==> src/sv/wbps_pkg.sv <==
// shared types and constants of the wake burst power sequencer
package wbps_pkg;

   typedef enum logic [1:0] {
      ST_MONITOR = 2'd0,
      ST_SUPPLY  = 2'd1,
      ST_POWER   = 2'd2,
      ST_PASS    = 2'd3
   } seq_state_type;

   localparam logic [1:0] MODE_TICK   = 2'd0;
   localparam logic [1:0] MODE_REPORT = 2'd1;
   localparam logic [1:0] MODE_CLEAR  = 2'd2;

   localparam logic [2:0] CSR_PSU_SETTLE    = 3'd0;
   localparam logic [2:0] CSR_BOOT_TIMEOUT  = 3'd1;
   localparam logic [2:0] CSR_OFF_CONFIRM   = 3'd2;
   localparam logic [2:0] CSR_COOLDOWN      = 3'd3;
   localparam logic [2:0] CSR_MIN_SILENCE   = 3'd4;
   localparam logic [2:0] CSR_BURST_WINDOW  = 3'd5;
   localparam logic [2:0] CSR_BURST_THRESH  = 3'd6;
   localparam logic [2:0] CSR_REARM_SILENCE = 3'd7;

   localparam int CSR_ADDR_W  = 3;
   localparam int CSR_DATA_W  = 32;
   localparam int REQ_TDATA_W = 80;
   localparam int RSP_TDATA_W = 8;

   localparam logic [31:0] RST_PSU_SETTLE    = 32'd1000;
   localparam logic [31:0] RST_BOOT_TIMEOUT  = 32'd90000;
   localparam logic [31:0] RST_OFF_CONFIRM   = 32'd3000;
   localparam logic [31:0] RST_COOLDOWN      = 32'd10000;
   localparam logic [31:0] RST_MIN_SILENCE   = 32'd800;
   localparam logic [31:0] RST_BURST_WINDOW  = 32'd200;
   localparam logic [7:0]  RST_BURST_THRESH  = 8'd3;
   localparam logic [31:0] RST_REARM_SILENCE = 32'd1500;

   localparam logic [31:0] BLINK_HALF_MS = 32'd500;
   localparam logic [31:0] PREFIX_ONE    = 32'h0100013C;
   localparam logic [31:0] PREFIX_TWO    = 32'h0100040B;
   localparam logic [31:0] PREFIX_THREE  = 32'h01000301;
   localparam logic [6:0]  MIN_REPORT_LEN = 7'd4;

   typedef struct packed {
      logic [31:0] min_silence_ms;
      logic [31:0] burst_window_ms;
      logic [7:0]  burst_threshold;
      logic [31:0] rearm_silence_ms;
   } det_cfg_type;

   typedef struct packed {
      logic clear;
      logic count;
      logic consume;
   } det_ctrl_type;

   typedef struct packed {
      logic armed_in;
      logic pending;
   } det_stat_type;

endpackage

==> src/sv/wake_burst_power_sequencer.sv <==
// wake burst power sequencer top level: event stream in, status stream out
// an accepted transaction is held in the input register, stepped into the result
// register once rsp is free or being taken, and offered on rsp from there
// throughput: one transaction per cycle while rsp is not stalled, the step being a
// single pass of logic between the input register and the result register
// reset: synchronous, active high; clears sequence and detector state and loads
// the register defaults, no clearing pass
module wake_burst_power_sequencer (
   input  logic                              clock,
   input  logic                              reset,
   input  logic                              req_tvalid,
   output logic                              req_tready,
   // now_ms, report_prefix, report_len, host_vbus, device_vbus, hid_ready,
   // target_present, zero fill
   input  logic [wbps_pkg::REQ_TDATA_W-1:0]  req_tdata,
   // mode
   input  logic [1:0]                        req_tuser,
   output logic                              rsp_tvalid,
   input  logic                              rsp_tready,
   // seq_state, psu_on, path_to_host, button_press, led_on, wake_armed, zero fill
   output logic [wbps_pkg::RSP_TDATA_W-1:0]  rsp_tdata,
   input  logic                              csr_we,
   input  logic [wbps_pkg::CSR_ADDR_W-1:0]   csr_addr,
   input  logic [wbps_pkg::CSR_DATA_W-1:0]   csr_wdata
);
   import wbps_pkg::*;

   // configuration registers
   logic [31:0] psu_settle_ff, boot_timeout_ff, off_confirm_ff, cooldown_ff;
   logic [31:0] min_silence_ff, burst_window_ff, rearm_silence_ff;
   logic [7:0]  burst_thresh_ff;

   // input register
   logic        in_valid_ff;
   logic [1:0]  in_mode_ff;
   logic [74:0] in_data_ff;

   // result register
   logic                   rsp_valid_ff;
   logic [RSP_TDATA_W-1:0] rsp_data_ff, rsp_data_in;

   // sequence state
   seq_state_type state_ff, state_in;
   logic [31:0] psu_start_ff, psu_start_in;
   logic [31:0] boot_start_ff, boot_start_in;
   logic [31:0] host_lost_ff, host_lost_in;
   logic [31:0] cool_until_ff, cool_until_in;
   logic [31:0] toggle_ff, toggle_in;
   logic        blink_ff, blink_in;
   logic        led_ff, led_in;
   logic        supply_ff, supply_in;
   logic        path_ff, path_in;
   logic        press;

   logic        advance, tick, match;
   logic [31:0] now_ms, prefix;
   logic [6:0]  report_len;
   logic        host_vbus, device_vbus, hid_ready, target_present, present;
   logic        cool_active, wake, consume;
   logic [31:0] since_toggle, since_psu, since_boot, since_lost;

   det_cfg_type  det_cfg;
   det_ctrl_type det_ctrl;
   det_stat_type det_stat;

   assign advance    = in_valid_ff && (!rsp_valid_ff || rsp_tready);
   assign req_tready = !in_valid_ff || advance;
   assign rsp_tvalid = rsp_valid_ff;
   assign rsp_tdata  = rsp_data_ff;

   always_ff @(posedge clock) begin
      if (reset) begin
         psu_settle_ff    <= RST_PSU_SETTLE;
         boot_timeout_ff  <= RST_BOOT_TIMEOUT;
         off_confirm_ff   <= RST_OFF_CONFIRM;
         cooldown_ff      <= RST_COOLDOWN;
         min_silence_ff   <= RST_MIN_SILENCE;
         burst_window_ff  <= RST_BURST_WINDOW;
         burst_thresh_ff  <= RST_BURST_THRESH;
         rearm_silence_ff <= RST_REARM_SILENCE;
      end else if (csr_we) begin
         case (csr_addr)
            CSR_PSU_SETTLE:    psu_settle_ff    <= csr_wdata;
            CSR_BOOT_TIMEOUT:  boot_timeout_ff  <= csr_wdata;
            CSR_OFF_CONFIRM:   off_confirm_ff   <= csr_wdata;
            CSR_COOLDOWN:      cooldown_ff      <= csr_wdata;
            CSR_MIN_SILENCE:   min_silence_ff   <= csr_wdata;
            CSR_BURST_WINDOW:  burst_window_ff  <= csr_wdata;
            CSR_BURST_THRESH:  burst_thresh_ff  <= csr_wdata[7:0];
            CSR_REARM_SILENCE: rearm_silence_ff <= csr_wdata;
            default: ;
         endcase
      end
   end

   always_ff @(posedge clock) begin
      if (reset) begin
         in_valid_ff <= 1'b0;
      end else if (req_tready) begin
         in_valid_ff <= req_tvalid;
      end
   end

   always_ff @(posedge clock) begin
      if (req_tvalid && req_tready) begin
         in_mode_ff <= req_tuser;
         in_data_ff <= req_tdata[74:0];
      end
   end

   assign now_ms         = in_data_ff[31:0];
   assign prefix         = in_data_ff[63:32];
   assign report_len     = in_data_ff[70:64];
   assign host_vbus      = in_data_ff[71];
   assign device_vbus    = in_data_ff[72];
   assign hid_ready      = in_data_ff[73];
   assign target_present = in_data_ff[74];

   assign tick  = advance && (in_mode_ff == MODE_TICK);
   assign match = (report_len >= MIN_REPORT_LEN) &&
                  (prefix == PREFIX_ONE || prefix == PREFIX_TWO || prefix == PREFIX_THREE);

   assign present      = hid_ready ? target_present : device_vbus;
   // plain compare, no wrap: a cooldown end of zero means none
   assign cool_active  = (cool_until_ff != 32'd0) && (now_ms < cool_until_ff);
   assign wake         = !cool_active && (hid_ready ? det_stat.pending : device_vbus);
   assign consume      = tick && (state_ff == ST_MONITOR) && !cool_active && hid_ready;
   assign since_toggle = now_ms - toggle_ff;
   assign since_psu    = now_ms - psu_start_ff;
   assign since_boot   = now_ms - boot_start_ff;
   assign since_lost   = now_ms - host_lost_ff;

   assign det_cfg.min_silence_ms   = min_silence_ff;
   assign det_cfg.burst_window_ms  = burst_window_ff;
   assign det_cfg.burst_threshold  = burst_thresh_ff;
   assign det_cfg.rearm_silence_ms = rearm_silence_ff;
   assign det_ctrl.clear   = advance && (in_mode_ff == MODE_CLEAR);
   assign det_ctrl.count   = advance && (in_mode_ff == MODE_REPORT) && match;
   assign det_ctrl.consume = consume;

   wbps_detector u_detector (
      .clock  (clock),
      .reset  (reset),
      .cfg    (det_cfg),
      .ctrl   (det_ctrl),
      .now_ms (now_ms),
      .stat   (det_stat)
   );

   // next state
   always_comb begin
      state_in = state_ff;
      if (tick) begin
         case (state_ff)
            ST_MONITOR: begin
               if (wake) begin
                  state_in = host_vbus ? ST_PASS : ST_SUPPLY;
               end
            end
            ST_SUPPLY: begin
               if (!present) begin
                  state_in = ST_MONITOR;
               end else if (since_psu >= psu_settle_ff) begin
                  state_in = ST_POWER;
               end
            end
            ST_POWER: begin
               if (!present) begin
                  state_in = ST_MONITOR;
               end else if (host_vbus) begin
                  state_in = ST_PASS;
               end else if (since_boot > boot_timeout_ff) begin
                  state_in = ST_MONITOR;
               end
            end
            ST_PASS: begin
               if (!host_vbus && host_lost_ff != 32'd0 && since_lost > off_confirm_ff) begin
                  state_in = ST_MONITOR;
               end
            end
            default: state_in = state_ff;
         endcase
      end
   end

   // outputs and timers
   always_comb begin
      psu_start_in  = psu_start_ff;
      boot_start_in = boot_start_ff;
      host_lost_in  = host_lost_ff;
      cool_until_in = cool_until_ff;
      toggle_in     = toggle_ff;
      blink_in      = blink_ff;
      led_in        = led_ff;
      supply_in     = supply_ff;
      path_in       = path_ff;
      press         = 1'b0;
      if (tick) begin
         if (host_vbus) begin
            led_in = 1'b1;
         end else if (since_toggle >= BLINK_HALF_MS) begin
            toggle_in = now_ms;
            blink_in  = !blink_ff;
            led_in    = !blink_ff;
         end
         case (state_ff)
            ST_MONITOR: begin
               if (wake) begin
                  if (host_vbus) begin
                     path_in = 1'b1;
                  end else begin
                     supply_in    = 1'b1;
                     psu_start_in = now_ms;
                  end
               end
            end
            ST_SUPPLY: begin
               if (!present) begin
                  supply_in = 1'b0;
               end else if (since_psu >= psu_settle_ff) begin
                  press         = 1'b1;
                  boot_start_in = now_ms;
               end
            end
            ST_POWER: begin
               if (!present) begin
                  supply_in = 1'b0;
               end else if (host_vbus) begin
                  path_in      = 1'b1;
                  host_lost_in = 32'd0;
               end else if (since_boot > boot_timeout_ff) begin
                  supply_in = 1'b0;
               end
            end
            ST_PASS: begin
               if (host_vbus) begin
                  host_lost_in = 32'd0;
               end else if (host_lost_ff == 32'd0) begin
                  host_lost_in = now_ms;
               end else if (since_lost > off_confirm_ff) begin
                  supply_in     = 1'b0;
                  path_in       = 1'b0;
                  host_lost_in  = 32'd0;
                  cool_until_in = (cooldown_ff == 32'd0) ? 32'd0 : now_ms + cooldown_ff;
               end
            end
            default: ;
         endcase
      end
   end

   always_ff @(posedge clock) begin
      if (reset) begin
         state_ff      <= ST_MONITOR;
         psu_start_ff  <= 32'd0;
         boot_start_ff <= 32'd0;
         host_lost_ff  <= 32'd0;
         cool_until_ff <= 32'd0;
         toggle_ff     <= 32'd0;
         blink_ff      <= 1'b0;
         led_ff        <= 1'b0;
         supply_ff     <= 1'b0;
         path_ff       <= 1'b0;
      end else begin
         state_ff      <= state_in;
         psu_start_ff  <= psu_start_in;
         boot_start_ff <= boot_start_in;
         host_lost_ff  <= host_lost_in;
         cool_until_ff <= cool_until_in;
         toggle_ff     <= toggle_in;
         blink_ff      <= blink_in;
         led_ff        <= led_in;
         supply_ff     <= supply_in;
         path_ff       <= path_in;
      end
   end

   assign rsp_data_in = {1'b0, det_stat.armed_in, led_in, press, path_in, supply_in, state_in};

   always_ff @(posedge clock) begin
      if (reset) begin
         rsp_valid_ff <= 1'b0;
      end else if (advance) begin
         rsp_valid_ff <= 1'b1;
      end else if (rsp_tready) begin
         rsp_valid_ff <= 1'b0;
      end
   end

   always_ff @(posedge clock) begin
      if (advance) begin
         rsp_data_ff <= rsp_data_in;
      end
   end

endmodule

==> src/sv/wbps_detector.sv <==
// burst detector: counts matching reports into bursts and holds the wake flag
module wbps_detector (
   input  logic                 clock,
   input  logic                 reset,
   input  wbps_pkg::det_cfg_type  cfg,
   input  wbps_pkg::det_ctrl_type ctrl,
   input  logic [31:0]          now_ms,
   output wbps_pkg::det_stat_type stat
);
   import wbps_pkg::*;

   logic        armed_ff, armed_in;
   logic        pending_ff, pending_in;
   logic [31:0] last_ff, last_in;
   logic [31:0] start_ff, start_in;
   logic [7:0]  count_ff, count_in;

   logic [31:0] since_last, since_start;
   logic        rearm_ok, restart, fresh, keep_start, in_window;
   logic [7:0]  count_base;

   assign since_last  = now_ms - last_ff;
   assign since_start = now_ms - start_ff;
   assign rearm_ok    = (last_ff != 32'd0) && (since_last >= cfg.rearm_silence_ms);
   assign restart     = (last_ff == 32'd0) || (since_last > cfg.min_silence_ms);
   // a re-arm or a long silence starts the burst at this report
   assign fresh       = !armed_ff || restart;
   assign keep_start  = !fresh && (start_ff != 32'd0);
   assign in_window   = !keep_start || (since_start <= cfg.burst_window_ms);
   assign count_base  = fresh ? 8'd0 : count_ff;

   always_comb begin
      armed_in   = armed_ff;
      pending_in = pending_ff;
      last_in    = last_ff;
      start_in   = start_ff;
      count_in   = count_ff;
      if (ctrl.clear) begin
         armed_in   = 1'b1;
         pending_in = 1'b0;
         last_in    = 32'd0;
         start_in   = 32'd0;
         count_in   = 8'd0;
      end else if (ctrl.count) begin
         last_in = now_ms;
         if (armed_ff || rearm_ok) begin
            if (in_window) begin
               count_in = (count_base == 8'hFF) ? count_base : count_base + 8'd1;
               start_in = keep_start ? start_ff : now_ms;
            end else begin
               count_in = 8'd1;
               start_in = now_ms;
            end
            armed_in = 1'b1;
            if (count_in >= cfg.burst_threshold) begin
               pending_in = 1'b1;
               armed_in   = 1'b0;
            end
         end
      end else if (ctrl.consume) begin
         pending_in = 1'b0;
      end
   end

   always_ff @(posedge clock) begin
      if (reset) begin
         armed_ff   <= 1'b1;
         pending_ff <= 1'b0;
         last_ff    <= 32'd0;
         start_ff   <= 32'd0;
         count_ff   <= 8'd0;
      end else begin
         armed_ff   <= armed_in;
         pending_ff <= pending_in;
         last_ff    <= last_in;
         start_ff   <= start_in;
         count_ff   <= count_in;
      end
   end

   assign stat.armed_in = armed_in;
   assign stat.pending  = pending_ff;

endmodule

==> config.mk <==
export PLATFORM = sky130hd
export DESIGN_NAME = wake_burst_power_sequencer
export DESIGN_NICKNAME = d
export VERILOG_FILES = /design/src/sv/wbps_pkg.sv /design/src/sv/wake_burst_power_sequencer.sv /design/src/sv/wbps_detector.sv
export SDC_FILE = /design/constraint.sdc
export NUM_CORES = 2
export LEC_CHECK = 0
export ABC_AREA = 1
export BUFFER_PORTS_ARGS = -buffer_cell sky130_fd_sc_hd__clkbuf_2
export CORE_MARGIN = 5
export CORE_UTILIZATION = 30
export DETAILED_ROUTE_END_ITERATION = 12
export PLACE_DENSITY = 0.55
export SLEW_MARGIN = 15
export SYNTH_ARGS = -nofsm -noshare
export SYNTH_HDL_FRONTEND = slang
export SYNTH_SLANG_ARGS = --single-unit
==> constraint.sdc <==
create_clock -name clock -period 5.93 [get_ports clock]
set_input_delay 1.186 -clock clock [delete_from_list [all_inputs] [get_ports clock]]
set_output_delay 1.186 -clock clock [all_outputs]
set_load 0.005 [all_outputs]
* Yosys cells after proc, flatten, opt, wreduce, memory -nomap -nowiden
Index checks and enable logic that the tools add are counted.
** Word-level totals
- Bits in registers :: 558
- Latch bits :: 0
- Memory bits (writable) :: 0
- Memory bits (read-only) :: 0
- Input port bits :: 122
- Output and inout bits :: 10
- Memories :: 0
** Operators by class
- Add/subtract/negate cells :: 8
- Multiply operators :: 0
- Divide/modulo/power cells :: 0
- $lt $le $gt $ge :: 10
- Equality and inequality tests :: 22
- Shift-type cells :: 0
- Multiplexer cells :: 60
- Bitwise operators :: 2
- Reduce and logical (&&, ||, !) cells :: 63
** Operators with widths (number)
- $mux 32 :: 8
- $sub 32x32->32 :: 6
- $reduce_bool 32->1 :: 4
- $eq 32x25->1 const B :: 3
- $gt 32x32->1 :: 3
- $logic_not 32->1 :: 3
- $ge 32x32->1 :: 2
- $pmux 32 s2 :: 1
- $mux 8 :: 6
- $mux 1 :: 33
- $add 32x32->32 :: 1
- $ge 32x9->1 const B :: 1
- $le 32x32->1 :: 1
- $lt 32x32->1 :: 1
- $mux 2 :: 9
- $reduce_and 2->1 :: 9
- $logic_and 1x1->1 :: 16
- $eq 3x3->1 const B :: 4
- $reduce_and 3->1 :: 4
- $reduce_and 5->1 :: 2
- $add 8x1->8 const B :: 1
- $eq 8x8->1 const B :: 1
- $ge 8x8->1 :: 1
- $logic_not 1->1 :: 8
- 18 further kinds :: 37

* Logic depth before layout (Yosys ltp)
- Depth in word-level cells :: 17
- Gate-level depth with buffers :: 46
- Depth with buffers taken out :: 46

* Hierarchy
Synthesis repeated with hierarchy kept, for this count alone.
** Unflattened totals
- Cells, all modules :: 5436
- Area total of the unflattened synthesis :: 38309.2 um2
** By module, submodules not included
- wake_burst_power_sequencer :: times used 1, cells each 4071, area an instance 29306.9 um2, seq. area each 10470.0 um2
- wbps_detector :: times used 1, cells each 1365, area an instance 9002.4 um2, seq. area each 1481.4 um2

* Worst setup path after synthesis
OpenSTA, ideal clock, no wires.
- Path kind :: reg2reg
- From :: reg in_data_ff[0]
- To :: reg rsp_data_ff[6] (netlist: rsp_tdata[6]), data pin
- Arrival :: 5.647 ns
- Data required time :: 5.676 ns
- Setup slack :: 0.029 ns
- Stages on the path, launching flop included :: 43
- Buffers on the path :: 0
- Clock period less this slack :: 5.901 ns
- Path through :: edfxtp_1 > inv_1 > ha_1 > inv_1 > fa_1 > nand2_1 > inv_1 > o21ai_0 > nand2_1 > nand3_1 > nand2_1 > nand2_1 > nand2_1 > a21boi_0 > o21ai_0 > a21boi_0 > o21bai_1 > xor2_1 > [7 not listed] > nor2_1 > ha_1 > nand2_1 > nor2_1 > nand3_1 > inv_1 > nand2_1 > nand3_1 > inv_1 > ha_1 > a21oi_1 > o21ai_0 > nand2_1 > o2111a_1 > nand2_1 > o21ai_0 > inv_1 > nand2_1
** Between the ends
- Word-level cells in the longest chain between the ends :: 17
** Ends and longest elaborated chain
- start, declared :: line wake_burst_power_sequencer.sv:36 : logic [74:0] in_data_ff;
- start signal, assigned :: line wake_burst_power_sequencer.sv:107 : in_data_ff <= req_tdata[74:0];
- branches (longest 14 deep; another with $sub 32x32->32)
- $mux 1 * :: line wbps_detector.sv:46 : if (armed_ff || rearm_ok) begin
- $mux 1 * :: line wbps_detector.sv:44 : end else if (ctrl.count) begin
- $mux 1 * :: line wbps_detector.sv:38 : if (ctrl.clear) begin
- net u_detector.armed_in :: line wbps_detector.sv:12 : logic armed_ff, armed_in;
- end signal, assigned :: line wake_burst_power_sequencer.sv:292 : rsp_data_ff <= rsp_data_in;
- end, declared :: line wake_burst_power_sequencer.sv:40 : logic [RSP_TDATA_W-1:0] rsp_data_ff, rsp_data_in;
Mark *: on every way through the listed nets, which the timed path passes. The select of a mux whose other input is x is not followed.
A chain may end at the register's enable or synchronous reset.

* Worst setup path in the final report
- From :: reg in_data_ff[2]
- To :: reg rsp_data_ff[6] (netlist: rsp_tdata[6]), data pin
Same word-level chain as after synthesis.

==> results.py <==
metrics = {
    "outcome": {
        "outcome": "finished clean",
    },
    "worst_setup_path": {
        "max_stage_delay_ps": 470,
        "crit_fanout": 13,
        "cp.arrival_ps": 6010,
        "cp.required_ps": 6300,
        "cp_common_cell": "nand2_1",
        "cpMaxStageDelayCell": "a21boi_1",
        "start_kind": "flop",
        "endpoint_kind": "flop",
        "crit_type": "reg2reg",
    },
    "yosys": {
        "postSynthCellCount": 5311,
        "ys_ff_latch": 556,
        "synth_most_common_cell": "inv_1",
        "synth_top_area_cell": "dfxtp_1",
        "netlist.area_leader.share_pct": 24.86,
        "syn_area_um2": 38170,
        "synth_edf_count": 82,
        "synth_common_cells": "838 x inv_1, 837 x nand2_1, 741 x a21oi_1",
        "synth.distinct_cells": 58,
        "synth_area_leaders": "dfxtp_1 25%, ha_1 15%, a21oi_1 9.7%",
        "ys_warn_count": 0,
        "synth_nets": 5894,
        "synth_ff_type": "dfxtp_1",
        "syn_avg_cell_area_um2": 7.187,
        "ys_seq_area_share_pct": 31.31,
        "async_flop_share_pct": 0,
    },
    "floorplanning": {
        "die_area_um2": 134500,
        "die_x_um": 366.7,
        "pin_count": 132,
        "core_area_um2": 126100,
        "std_cell_rows": 130,
        "die_y_um": 366.7,
        "initial_utilization_pct": 30.28,
    },
    "drt": {
        "drtIter0Drc": 2329,
        "drc": 0,
        "first_pass_iters": 6,
        "antenna_left": 0,
        "avgViaCountPerCell": 4.964,
        "wl_per_cell_um": 19.93,
        "num_vias": 36050,
        "wl_um": 144700,
    },
    "cells_and_area": {
        "syn_to_final_growth_pct": 17.15,
        "fin_area_um2": 44720,
        "largest_reg_flops": 73,
        "num-fill-cells": 13310,
        "drive_above_1_share_pct": 11.02,
        "fin_nets": 6138,
        "largest-register": "in_data_ff",
    },
    "clock_tree": {
        "clk_latency_ps": 650,
        "clock-sinks": 556,
        "htree_levels": 3,
        "clk_path_buf_depth": 3,
        "cts_tree": "yes",
        "cts-root-buf": "clkbuf_16",
        "path_clk_slew_ps": 60,
        "numCtsBuffers": 68,
    },
    "sta": {
        "max_freq_mhz": 177.5,
        "rsz0062_at_grt": "yes",
        "hold_viol_final": 0,
        "max_slew_margin_pct": 25.68,
        "finalSetupViolCount": 0,
        "setup_tns_ps": 0,
        "fin_crit_ps": 5633,
        "worst_pin_slew_ps": 1108,
        "finClkSkew_ps": 42.76,
        "fin_crit_sh_pct": 94.99,
        "slew_viol_final": 0,
    },
    "placed_design": {
        "placed_area_um2": 41780,
        "numPortBuffers": 123,
        "place.gp.congestion": 0.9397,
        "hpwl_um": 109200,
    },
    "pwr": {
        "p_leak_nw": 19.22,
        "combPwrFrac_pct": 20.2,
        "clock_power_share_pct": 42.4,
        "vdd_drop_max_mv": 0.1921,
        "p_per_area_nw_per_um2": 238.1,
        "intPower_mw": 7.388,
        "power_switching_mw": 3.261,
        "p_seq_share_pct": 37.4,
        "sw_frac_of_total_pct": 30.63,
        "fin_total_pwr_mw": 10.65,
    },
    "grt": {
        "grt_pass1_wl_um": 214100,
        "grt_pass1_vias": 33870,
        "grt_use_met3_pct": 2.615,
        "overflow": 0,
        "busiest_layer": "met2",
        "grt.total_usage_pct": 20.87,
        "grt_max_degree": 235,
        "antenna_found_initial": 26,
        "use_met2_pct": 36.77,
        "grt_use_met1_pct": 25.41,
    },
    "job": {
        "maxCapViolCount": 0,
    },
    "min_path": {
        "hold_class": "reg2reg",
    },
}
[final timing paths]
| kind | end | startpoint | slack (ps) | cells after the start |
|---|---|---|---|---|
| min | psu_start_ff[10] | psu_start_ff[10] | 460 | 2 |
| min reg2reg | psu_start_ff[10] | psu_start_ff[10] | 460 | 2 |
| max reg2reg | rsp_tdata[6] | in_data_ff[2] | 300 | 34 |
| max | rsp_tdata[6] | in_data_ff[2] | 300 | 34 |
[critical path: cells and delay by family, from the launching register on]
kind | cells | cell delay [ps]
AO/OA/AOI/OAI | 9 | 1390
flip-flops | 1 | 430
AND/OR/NAND/NOR | 15 | 1570
XOR/XNOR | 1 | 110
adder cells (fa/ha/maj) | 3 | 990
buffers and inverters | 6 | 870
[placed cells by master, fill, tap and decap left out, types with 42 or more instances in the layout]
master / synthesis / routed
a21oi_1: 741 / 731
nor2_1: 373 / 364
nand4_1: 87 / 87
o21ai_0: 489 / 483
nand3_1: 152 / 145
inv_1: 838 / 826
nand2_2: 25 / 42
clkbuf_16: 0 / 72
nand2_1: 837 / 816
xnor2_1: 56 / 55
clkbuf_2: 1 / 122
edfxtp_1: 82 / 82
ha_1: 454 / 446
buf_4: 1 / 181
xor2_1: 123 / 118
o211ai_1: 48 / 48
nor2_2: 38 / 44
nor4_1: 49 / 49
dfxtp_1: 474 / 474
nor3_1: 58 / 54
[stage by stage]
step                      cells  hold slack, ps  utilization (%)  setup WS [ps]
after floorplan            5311           433.1                -          29.20
after global placement     7123           442.9            33.15         -364.4
after detailed placement   7123           452.9            33.15         -401.0
after CTS                  7248           459.6            35.12          37.38
after global routing       7258           476.0            35.47         -126.5
final                      7261           458.3            35.47          297.1
[layer usage]
layer / share of wire, % / routed length, um
met1: 42 / 60790
met2: 48 / 69290
met3: 4.8 / 6964
met4: 5.2 / 7572
met5: 0.046 / 66
[kinds of logic (layout without fill, tap and decap cells)]
| logic type | after synthesis | in the layout | synth area share (%) |
|---|---|---|---|
| AO/OA/AOI/OAI | 1467 | 1467 | 20.73 |
| XOR/XNOR | 179 | 179 | 4.107 |
| adder cells (fa/ha/maj) | 461 | 461 | 15.25 |
| buffers and inverters | 990 | 1287 | 9.925 |
| flip-flops | 556 | 556 | 31.31 |
| other | 1 | 4 | 0.009824 |
| AND/OR/NAND/NOR | 1657 | 1657 | 18.67 |
[what timing repair did]
action / 4_1_cts / 5_1_grt
resized for setup: 20 / 91
pin swaps: 11 / 44
hold buffers: 0 / 0
gates cloned: 0 / 0
hold endpoints to repair: 0 / 0
endpoints found under the setup margin: 3 / 101
setup buffers: 2 / 10
[power groups by stage]
stage / registers (mW) / logic [mW] / clock network [mW]
4_1_cts: 3.98 / 2.12 / 4.62
6_report: 3.99 / 2.15 / 4.52
3_3_place_gp: 4.07 / 2.07 / 0
5_1_grt: 3.99 / 2.40 / 4.78
3_5_place_dp: 4.07 / 2.10 / 0
2_1_floorplan: 4.07 / 1.32 / 0
[final cells by class]
type | instances | area, um2 | share of cell area (%)
tap | 1650 | 2064 | 4.617
antenna | 3 | 7.507 | 0.01679
clock buffer | 87 | 1958 | 4.379
clock inverter | 36 | 451.7 | 1.010
timing repair buffer | 318 | 2243 | 5.017
inverter | 846 | 3191 | 7.135
multi-input combinational | 3765 | 22850 | 51.10
sequential | 556 | 11950 | 26.73
(Power assumes the default switching activity.)
